File: config.mk
export PLATFORM = sky130hd
export DESIGN_NAME = lru_tag_store
export DESIGN_NICKNAME = d
export VERILOG_FILES = /design/src/sv/lts_pkg.sv /design/src/sv/lru_tag_store.sv
export SDC_FILE = /design/constraint.sdc
export NUM_CORES = 2
export LEC_CHECK = 0
export ABC_AREA = 1
export BUFFER_PORTS_ARGS = -buffer_cell sky130_fd_sc_hd__buf_2
export CORE_UTILIZATION = 40
export DETAILED_ROUTE_END_ITERATION = 10
export SETUP_SLACK_MARGIN = 0.02
export SYNTH_ARGS = -nofsm -noshare
export SYNTH_HDL_FRONTEND = slang
export SYNTH_SLANG_ARGS = --single-unit
File: constraint.sdc
create_clock -name clk -period 4.34 [get_ports clk]
set_input_delay 0.868 -clock clk [delete_from_list [all_inputs] [get_ports clk]]
set_output_delay 0.868 -clock clk [all_outputs]
set_load 0.05 [all_outputs]
File: src/sv/lts_pkg.sv
// Package for the LRU tag store: field widths, operation codes and
// default parameter values. No dependencies.
package lts_pkg;

  localparam int KEY_W   = 64;
  localparam int SLOT_W  = 4;
  localparam int STAMP_W = 32;

  localparam int DEF_ENTRIES  = 16;
  localparam int DEF_KEY_BITS = 64;

  localparam logic OP_LOOKUP = 1'b0;
  localparam logic OP_INSERT = 1'b1;

endpackage

File: src/sv/lru_tag_store.sv
// Fully associative tag store with LRU replacement by access stamps.
// Depends on lts_pkg for widths, operation codes and parameter defaults.
//
//   channel  direction  handshake              payload
//   request  in         req_valid / req_ready  operation, key
//   response out        rsp_valid / rsp_ready  hit, slot, evicted
//
// A request is accepted only in the idle state, so the next one waits until this
// one is through: the key and stamp memories are read one entry per cycle
// through a single compare unit, with the compare in the cycle after the read.
// A final write cycle updates the chosen entry and loads the response
// register; it waits there if an earlier response has not been taken.
// Reset clears the valid bits, the stamp counter and all control state;
// no clearing pass is needed.
module lru_tag_store #(
  parameter int ENTRIES  = lts_pkg::DEF_ENTRIES,
  parameter int KEY_BITS = lts_pkg::DEF_KEY_BITS
) (
  input  logic                       clk,
  input  logic                       rst,
  input  logic                       req_valid,
  output logic                       req_ready,
  input  logic                       operation,
  input  logic [lts_pkg::KEY_W-1:0]  key,
  output logic                       rsp_valid,
  input  logic                       rsp_ready,
  output logic                       hit,
  output logic [lts_pkg::SLOT_W-1:0] slot,
  output logic                       evicted
);

  localparam int IDX_W  = $clog2(ENTRIES);
  localparam int EXT_W  = IDX_W + lts_pkg::SLOT_W;
  localparam logic [IDX_W-1:0] LAST_IDX = IDX_W'(ENTRIES - 1);

  typedef enum logic [2:0] {
    S_IDLE  = 3'b001,
    S_SCAN  = 3'b010,
    S_WRITE = 3'b100
  } state_t;

  state_t state, state_next;

  logic [KEY_BITS-1:0]         key_mem   [ENTRIES];
  logic [lts_pkg::STAMP_W-1:0] stamp_mem [ENTRIES];
  logic [ENTRIES-1:0]          entry_valid;
  logic [lts_pkg::STAMP_W-1:0] stamp_counter;

  logic                        req_op;
  logic [KEY_BITS-1:0]         req_key;

  logic [IDX_W-1:0]            rd_idx;
  logic                        rd_active;
  logic [IDX_W-1:0]            cmp_idx;
  logic                        cmp_active;
  logic [KEY_BITS-1:0]         rd_key;
  logic [lts_pkg::STAMP_W-1:0] rd_stamp;

  logic                        found, found_next;
  logic [IDX_W-1:0]            found_idx, found_idx_next;
  logic                        free_found, free_found_next;
  logic [IDX_W-1:0]            free_idx, free_idx_next;
  logic [lts_pkg::STAMP_W-1:0] best_stamp, best_stamp_next;
  logic [IDX_W-1:0]            best_idx, best_idx_next;

  logic                        accept;
  logic                        finish;
  logic                        do_write;
  logic [IDX_W-1:0]            sel_idx;
  logic                        sel_write;
  logic [EXT_W-1:0]            sel_ext;

  assign req_ready = (state == S_IDLE);
  assign accept    = req_valid && req_ready;
  assign finish    = cmp_active && (cmp_idx == LAST_IDX);
  assign do_write  = (state == S_WRITE) && (!rsp_valid || rsp_ready);

  // One entry per cycle through the shared compare and minimum unit.
  always_comb begin
    found_next      = found;
    found_idx_next  = found_idx;
    free_found_next = free_found;
    free_idx_next   = free_idx;
    best_stamp_next = best_stamp;
    best_idx_next   = best_idx;
    if (cmp_active) begin
      if (req_op == lts_pkg::OP_LOOKUP) begin
        if (!found && entry_valid[cmp_idx] && (rd_key == req_key)) begin
          found_next     = 1'b1;
          found_idx_next = cmp_idx;
        end
      end else begin
        if (!free_found && !entry_valid[cmp_idx]) begin
          free_found_next = 1'b1;
          free_idx_next   = cmp_idx;
        end
        // Strict less-than keeps the lowest index among equal stamps.
        if ((cmp_idx == '0) || (rd_stamp < best_stamp)) begin
          best_stamp_next = rd_stamp;
          best_idx_next   = cmp_idx;
        end
      end
    end
  end

  always_comb begin
    if (req_op == lts_pkg::OP_LOOKUP) begin
      sel_idx   = found ? found_idx : '0;
      sel_write = found;
    end else begin
      sel_idx   = free_found ? free_idx : best_idx;
      sel_write = 1'b1;
    end
    sel_ext = EXT_W'(sel_idx);
  end

  always_comb begin
    state_next = state;
    case (state)
      S_IDLE:  if (accept) state_next = S_SCAN;
      S_SCAN:  if (finish) state_next = S_WRITE;
      S_WRITE: if (do_write) state_next = S_IDLE;
      default: state_next = S_IDLE;
    endcase
  end

  always_ff @(posedge clk) begin
    if (rst) begin
      state         <= S_IDLE;
      entry_valid   <= '0;
      stamp_counter <= '0;
      rd_active     <= 1'b0;
      cmp_active    <= 1'b0;
      rsp_valid     <= 1'b0;
    end else begin
      state      <= state_next;
      cmp_active <= rd_active;
      if (accept) begin
        rd_active <= 1'b1;
      end else if (rd_active && (rd_idx == LAST_IDX)) begin
        rd_active <= 1'b0;
      end
      if (do_write) begin
        rsp_valid <= 1'b1;
        if (sel_write) begin
          stamp_counter <= stamp_counter + 1'b1;
        end
        if (req_op == lts_pkg::OP_INSERT) begin
          entry_valid[sel_idx] <= 1'b1;
        end
      end else if (rsp_ready) begin
        rsp_valid <= 1'b0;
      end
    end
  end

  always_ff @(posedge clk) begin
    cmp_idx    <= rd_idx;
    found_idx  <= found_idx_next;
    free_idx   <= free_idx_next;
    best_stamp <= best_stamp_next;
    best_idx   <= best_idx_next;
    if (accept) begin
      req_op     <= operation;
      req_key    <= key[KEY_BITS-1:0];
      rd_idx     <= '0;
      found      <= 1'b0;
      free_found <= 1'b0;
    end else begin
      found      <= found_next;
      free_found <= free_found_next;
      if (rd_active) begin
        rd_idx <= rd_idx + 1'b1;
      end
    end
    if (do_write) begin
      hit     <= (req_op == lts_pkg::OP_LOOKUP) && found;
      slot    <= sel_ext[lts_pkg::SLOT_W-1:0];
      evicted <= (req_op == lts_pkg::OP_INSERT) && !free_found;
    end
  end

  // Key and stamp memories: one registered read, one write per cycle.
  always_ff @(posedge clk) begin
    rd_key   <= key_mem[rd_idx];
    rd_stamp <= stamp_mem[rd_idx];
    if (do_write && sel_write) begin
      stamp_mem[sel_idx] <= stamp_counter;
    end
    if (do_write && (req_op == lts_pkg::OP_INSERT)) begin
      key_mem[sel_idx] <= req_key;
    end
  end

endmodule

[Word-level counts from Yosys, hierarchy flattened]
Memory sizes are Yosys's and may differ from the RTL's. A register that Yosys moved wholly into a read port is not among the register bits.
Index checks and enable logic that the tools add are counted.
Storage, ports and cells
  output and inout bits: 8
  memory bits (writable): 1536
  input port bits: 69
  register bits after elaboration: 179
  memories kept: 2
Operators by class
  $lt $le $gt $ge: 4
  $add $sub $neg: 2
  eq/ne operators: 9
  reductions and logical operators: 27
  bitwise gates (word level): 2
  multiplexer cells: 20
Memories
  key_mem: depth 16, width 64, rd ports 1, clocked after Yosys merged registers in 1, wr ports 1, RTL line lru_tag_store.sv:44  | logic [KEY_BITS-1:0] key_mem [ENTRIES];
  stamp_mem: depth 16, width 32, rd ports 1, clocked after Yosys merged registers in 1, wr ports 1, RTL line lru_tag_store.sv:45  | logic [lts_pkg::STAMP_W-1:0] stamp_mem [ENTRIES];
Operator list (number)
  $eq 64x64->1: 1
  $add 32x1->32 const B: 1
  $lt 32x32->1: 1
  $or 16x16->16: 1
  $logic_and 1x1->1: 12
  $mux 4: 3
  $reduce_and 3->1: 4
  $mux 1: 11
  $lt 4x5->1 const B: 2
  $mux 3: 3
  $pmux 3 s3: 1
  $eq 4x4->1 const B: 2
  $add 4x1->4 const B: 1
  $bmux 1 s4: 1
  $demux 1 s4: 1
  $ge 4x1->1 const B: 1
  $logic_not 1->1: 4
  $logic_not 4->1: 1
  $ne 2x2->1 const B: 2
  $reduce_and 2->1: 2
  $reduce_bool 2->1: 2
  $eq 3x1->1 const B: 1
  $eq 3x2->1 const B: 1
  $eq 3x3->1 const B: 1
  3 further kinds: 4

[Depth between registers and ports, before layout]
  depth after elaboration: 7
  gate-level depth with buffers: 13
  mapped depth without buffers: 13

[Least setup slack after synthesis]
Ideal clock, no wire load.
  path kind: reg2reg
  start point: reg state[2]
  end point: reg rd_idx[3]
  path slack: -863 ps
  arrival: 5070 ps
  period minus slack after synthesis: 5203 ps
  buffers on the path: 0
  cell stages (with the launch flop): 7
  cell sequence: dfxtp_1 nor3_1 inv_1 nor2_1 inv_1 o21ai_0 a21oi_1
On the way
  cells in the longest elaborated chain, start to end: 2
Ends and longest elaborated chain
  from (decl): RTL line lru_tag_store.sv:42  | state_t state, state_next;
  from (signal assigned): RTL line lru_tag_store.sv:136  | state <= state_next;
  $eq 3x1->1: RTL line lru_tag_store.sv:73  | assign req_ready = (state == S_IDLE);
  named net req_ready: RTL line lru_tag_store.sv:22  | output logic req_ready,
  $logic_and 1x1->1: RTL line lru_tag_store.sv:74  | assign accept = req_valid && req_ready;
  named net accept: RTL line lru_tag_store.sv:66  | logic accept;
  to (signal assigned): RTL line lru_tag_store.sv:173  | rd_idx <= rd_idx + 1'b1;
  to (decl): RTL line lru_tag_store.sv:52  | logic [IDX_W-1:0] rd_idx;
The timed path passes the listed nets, and every way through them passes these cells.
A chain may end at the register's enable or synchronous reset.

[Worst setup path after layout]
  start point: reg req_op
  end point: mem key_mem[1][8] (netlist name) (enable)
On the way
  elaborated cells between the ends (all ways): 4
RTL lines
  from (decl): RTL line lru_tag_store.sv:49  | logic req_op;
  from (signal assigned): RTL line lru_tag_store.sv:164  | req_op <= operation;
  $mux 4: RTL line lru_tag_store.sv:107  | if (req_op == lts_pkg::OP_LOOKUP) begin
  named net sel_idx[0]: RTL line lru_tag_store.sv:69  | logic [IDX_W-1:0] sel_idx;
  to (decl): RTL line lru_tag_store.sv:44
The timed path passes the listed nets, and every way through them passes these cells.

==> qor.txt <==
=====================================================================================
Effective utilization at floorplan                                              0.403
Number of clock buffers inserted by TritonCTS                                     185
Sequential fraction of the synthesis area                                       0.733
Required arrival time at the worst endpoint                                   4.85 ns
Met3 track utilization from global routing                                     0.0260
Placeable core region                                                       0.179 mm2
Final setup fails                                                                   0
Detailed-route wire length                                                     177 mm
Latest clock arrival within the worst-skew pair                               0.84 ns
Congestion Overflow GR                                                              0
Count of state elements after synthesis                                          1811
Number of gates given a new drive strength after cts                                0
Worst Path Max Fanout                                                              33
Half-perimeter wire length after detailed placement                           97.2 mm
Crit path launch type                                                            flop
Post-route fraction of the period consumed by the critical path                 0.638
LEAKAGE                                                                       28.2 nW
CP bufs+invs                                                                        2
Number of iterations in the first detailed-routing pass                             5
CTS Hold Bufs                                                                       0
Final WS setup                                                                1.57 ns
Flop pwr share                                                                  0.479
Maximum number of pins on one net before global-route repair                      126
Most used flip-flop cell after synthesis                                     edfxtp_1
Arr. time, crit path                                                          3.28 ns
Sum of negative setup slack                                                      0 ns
Number of library cell types mapped by synthesis                                   42
Post-synthesis compound-gate area fraction                                      0.108
Vias after detailed routing                                                     41700
Count of H-tree levels built during CTS                                             4
Remaining antenna violation count after routing                                     0
I/O pin count                                                                      77
Worst-path cell chain                                                    nor2_2 > nand2_1 > nand2_1 > nand3_1 > nor2_1 > nand2_1 > inv_4 > buf_12
Run status                                                               finished, final reports clean
Power density cells                                                        513 mW/mm2
Clock slew at reported path FFs                                               0.07 ns
Critical path start-end classification                                     reg -> reg
Max IR drop VDD                                                              0.412 mV
Mux cell area share after synthesis                                            0.0534
Slowest cell delay on critical path                                           0.49 ns
CTS tree                                                                         done
Asr flop ratio synth                                                                0
Number of global-route vias before repair                                       40800
Pre-CTS setup slack                                                           1.32 ns
Area growth from synthesis to layout                                            13.4%
Drt drc                                                                             0
Starting DRC count in detailed routing                                           3649
Master cell of the clock root buffer                                        clkbuf_16
Number of warnings issued by yosys                                                  0
Share of cells above drive strength 1                                          0.0972
Die area                                                                    0.182 mm2
Tot Pwr                                                                      0.0419 W
Post-Synth Adder-Cell Area                                                    0.00573
Number of violations of the max-capacitance limit                                   0
Share of the synthesized netlist area taken by xor and xnor gates             0.00280
Global-route track usage on met2                                                0.330
Relative contribution of combinational cells to total power                     0.147
Count of final max-slew check failures                                              0
Switching share of power                                                        0.272
Met1 Use GR                                                                     0.257
Top cell family by delay on the critical path                            simple AND/OR/NAND/NOR gates
Class of the most critical hold timing path                                 in -> reg
Clock sinks                                                                      1811
Placer congestion estimate                                                      0.844
Post-synthesis instance area                                               0.0720 mm2
Total GRT Usage                                                                 0.194
Most utilized layer in the global route result                                   met2
Vert. Die Dim                                                                  426 um
Internal portion of total power                                              0.0305 W
Number of cells produced by synthesis                                            5265
CP max stage cell                                                               inv_4
Critical path endpoint category                                                  flop
Worst-case clock buffer depth                                                       3
Main combinational cell family by area after synthesis                   compound AO/OA/AOI/OAI gates
Setup repair after global routing missed its margin                             false
Syn Area/Cell                                                                13.7 um2
Port buffer count                                                                  76
Largest clock skew in the final design                                      0.0709 ns
Post-synth EDFFs                                                                 1651
Relative contribution of the clock network to total power                       0.374
Antenna violations before repair                                                    0
Post-route minimum period                                                     2.77 ns
Synthesized Nets                                                                 5367
Tightest slew margin relative to the limit                                      0.349
Post-synthesis share of cell area spent on and, or, nand and nor gates         0.0456
Post-detailed-route wirelength per cell                                       22.5 um
Die W                                                                          426 um
Total of fill cells in the finished design                                      15700
Number of vias per cell                                                          5.28
Cell mode on critical path                                                    nand2_1
Setup bufs post-CTS                                                                 0
Rows                                                                              155
Fmax achieved                                                                 361 MHz
Slew at the pin closest to its max-slew limit                                0.976 ns
Final hold violations                                                               0
NetSw                                                                        0.0114 W
Final nets                                                                       5473
Global-route wire length before repair                                         263 mm
=====================================================================================
## path summary, 6_finish.rpt
kind	start	endpoint	slack, ns	depth (start not counted)
worst max register to register	req_op	key_mem[1][8]	1.57	8
worst min-delay path	key[62]	req_key[62]	0.20	1
worst max-delay path	req_op	key_mem[1][8]	1.57	8
worst min register to register	rd_stamp[20]	best_stamp[20]	0.43	0
## final cells by class
type                            count  area (um2)  share of cell area
Timing Repair Buffer              205        1950              0.0239
Clock inverter                     91         938              0.0115
Sequential cell                  1811       52800               0.647
Multi-Input combinational cell   2565       15600               0.191
Antenna cell                        2        5.00           0.0000613
Inverter                          603        2320              0.0284
Clock buffer                      260        5100              0.0625
Tap cell                         2355        2950              0.0361
## registers in the layout, indices dropped and copies added, names as in the netlist, 3 cells and up
name,count
best_stamp,32
rd_stamp,32
key_mem,1024
found_idx,4
stamp_mem,512
slot,4
best_idx,4
cmp_idx,4
state,3
rd_key,64
entry_valid,16
free_idx,4
rd_idx,4
stamp_counter,32
req_key,64
## per-layer routing
| metal | wire (um) | part of all wire |
|---|---|---|
| met3 | 9240 | 0.052 |
| met4 | 4490 | 0.025 |
| met2 | 87700 | 0.49 |
| met5 | 0 | 0 |
| met1 | 75900 | 0.43 |
## power groups by stage
stage | Clock [W] | Sequential (W) | Combinational [W]
global route | 0.0166 | 0.0201 | 0.00683
floorplan | 0 | 0.0202 | 0.00451
global placement | 0 | 0.0204 | 0.00615
detailed placement | 0 | 0.0204 | 0.00618
finish | 0.0157 | 0.0201 | 0.00615
CTS | 0.0160 | 0.0201 | 0.00620
## layout by cell type, fill, tap and decap left out, types with 33 or more instances in the layout
cell / Yosys / routed
mux2i_1: 384 / 384
dfxtp_1: 160 / 156
nand2_1: 402 / 402
a21oi_1: 441 / 440
clkbuf_16: 0 / 185
ha_1: 33 / 33
o21ai_0: 434 / 434
edfxtp_1: 1651 / 1651
inv_1: 593 / 577
clkbuf_1: 153 / 56
o21ai_1: 82 / 82
buf_2: 50 / 76
buf_12: 0 / 48
nor2_1: 157 / 156
nand3_1: 132 / 132
o211ai_1: 385 / 385
buf_4: 22 / 81
## worst reg2reg max path, delay by kind of cell (launching register included)
kind | cells | cell delay (ns)
AND/OR/NAND/NOR | 6 | 1.21
buffers and inverters | 2 | 0.80
flip-flops | 1 | 0.43
## stage by stage
stage / instances / utilization / area (um2) / hold slack, ns
2_1_floorplan: 5265 / - / 72000 / 0.326
3_3_place_gp: 7539 / 0.423 / 75600 / 0.417
3_5_place_dp: 7539 / 0.423 / 75600 / 0.422
4_1_cts: 7890 / 0.457 / 81700 / 0.133
5_1_grt: 7890 / 0.457 / 81700 / 0.158
6_report: 7892 / 0.457 / 81700 / 0.199
## cell families (layout without fill, tap and decap cells)
family	after synthesis	count (layout)
flip-flops	1811	1811
AO/OA/AOI/OAI	1353	1353
buffers and inverters	889	1159
AND/OR/NAND/NOR	772	772
multiplexers	384	384
adder cells (fa/ha/maj)	33	33
XOR/XNOR	23	23
other	0	2
## synthesized netlist by cell type, types with 4 or more instances
cell type,n,area (um2)
dfxtp_1,160,3200
nand3_1,132,661
xor2_1,12,105
xnor2_1,11,96.3
o21ai_0,434,2170
buf_6,32,360
nor2_1,157,589
inv_2,8,30.0
o21ai_1,82,410
o211ai_1,385,2890
clkbuf_1,153,574
buf_4,22,165
buf_2,50,250
buf_1,29,109
ha_1,33,413
nand3b_1,6,45.0
nand2_1,402,1510
edfxtp_1,1651,49600
inv_1,593,2230
mux2i_1,384,3840
or2_2,7,43.8
o21a_1,4,30.0
nand4_1,23,144
nor3_1,28,140
a21oi_1,441,2210
(Power assumes the default switching activity.)
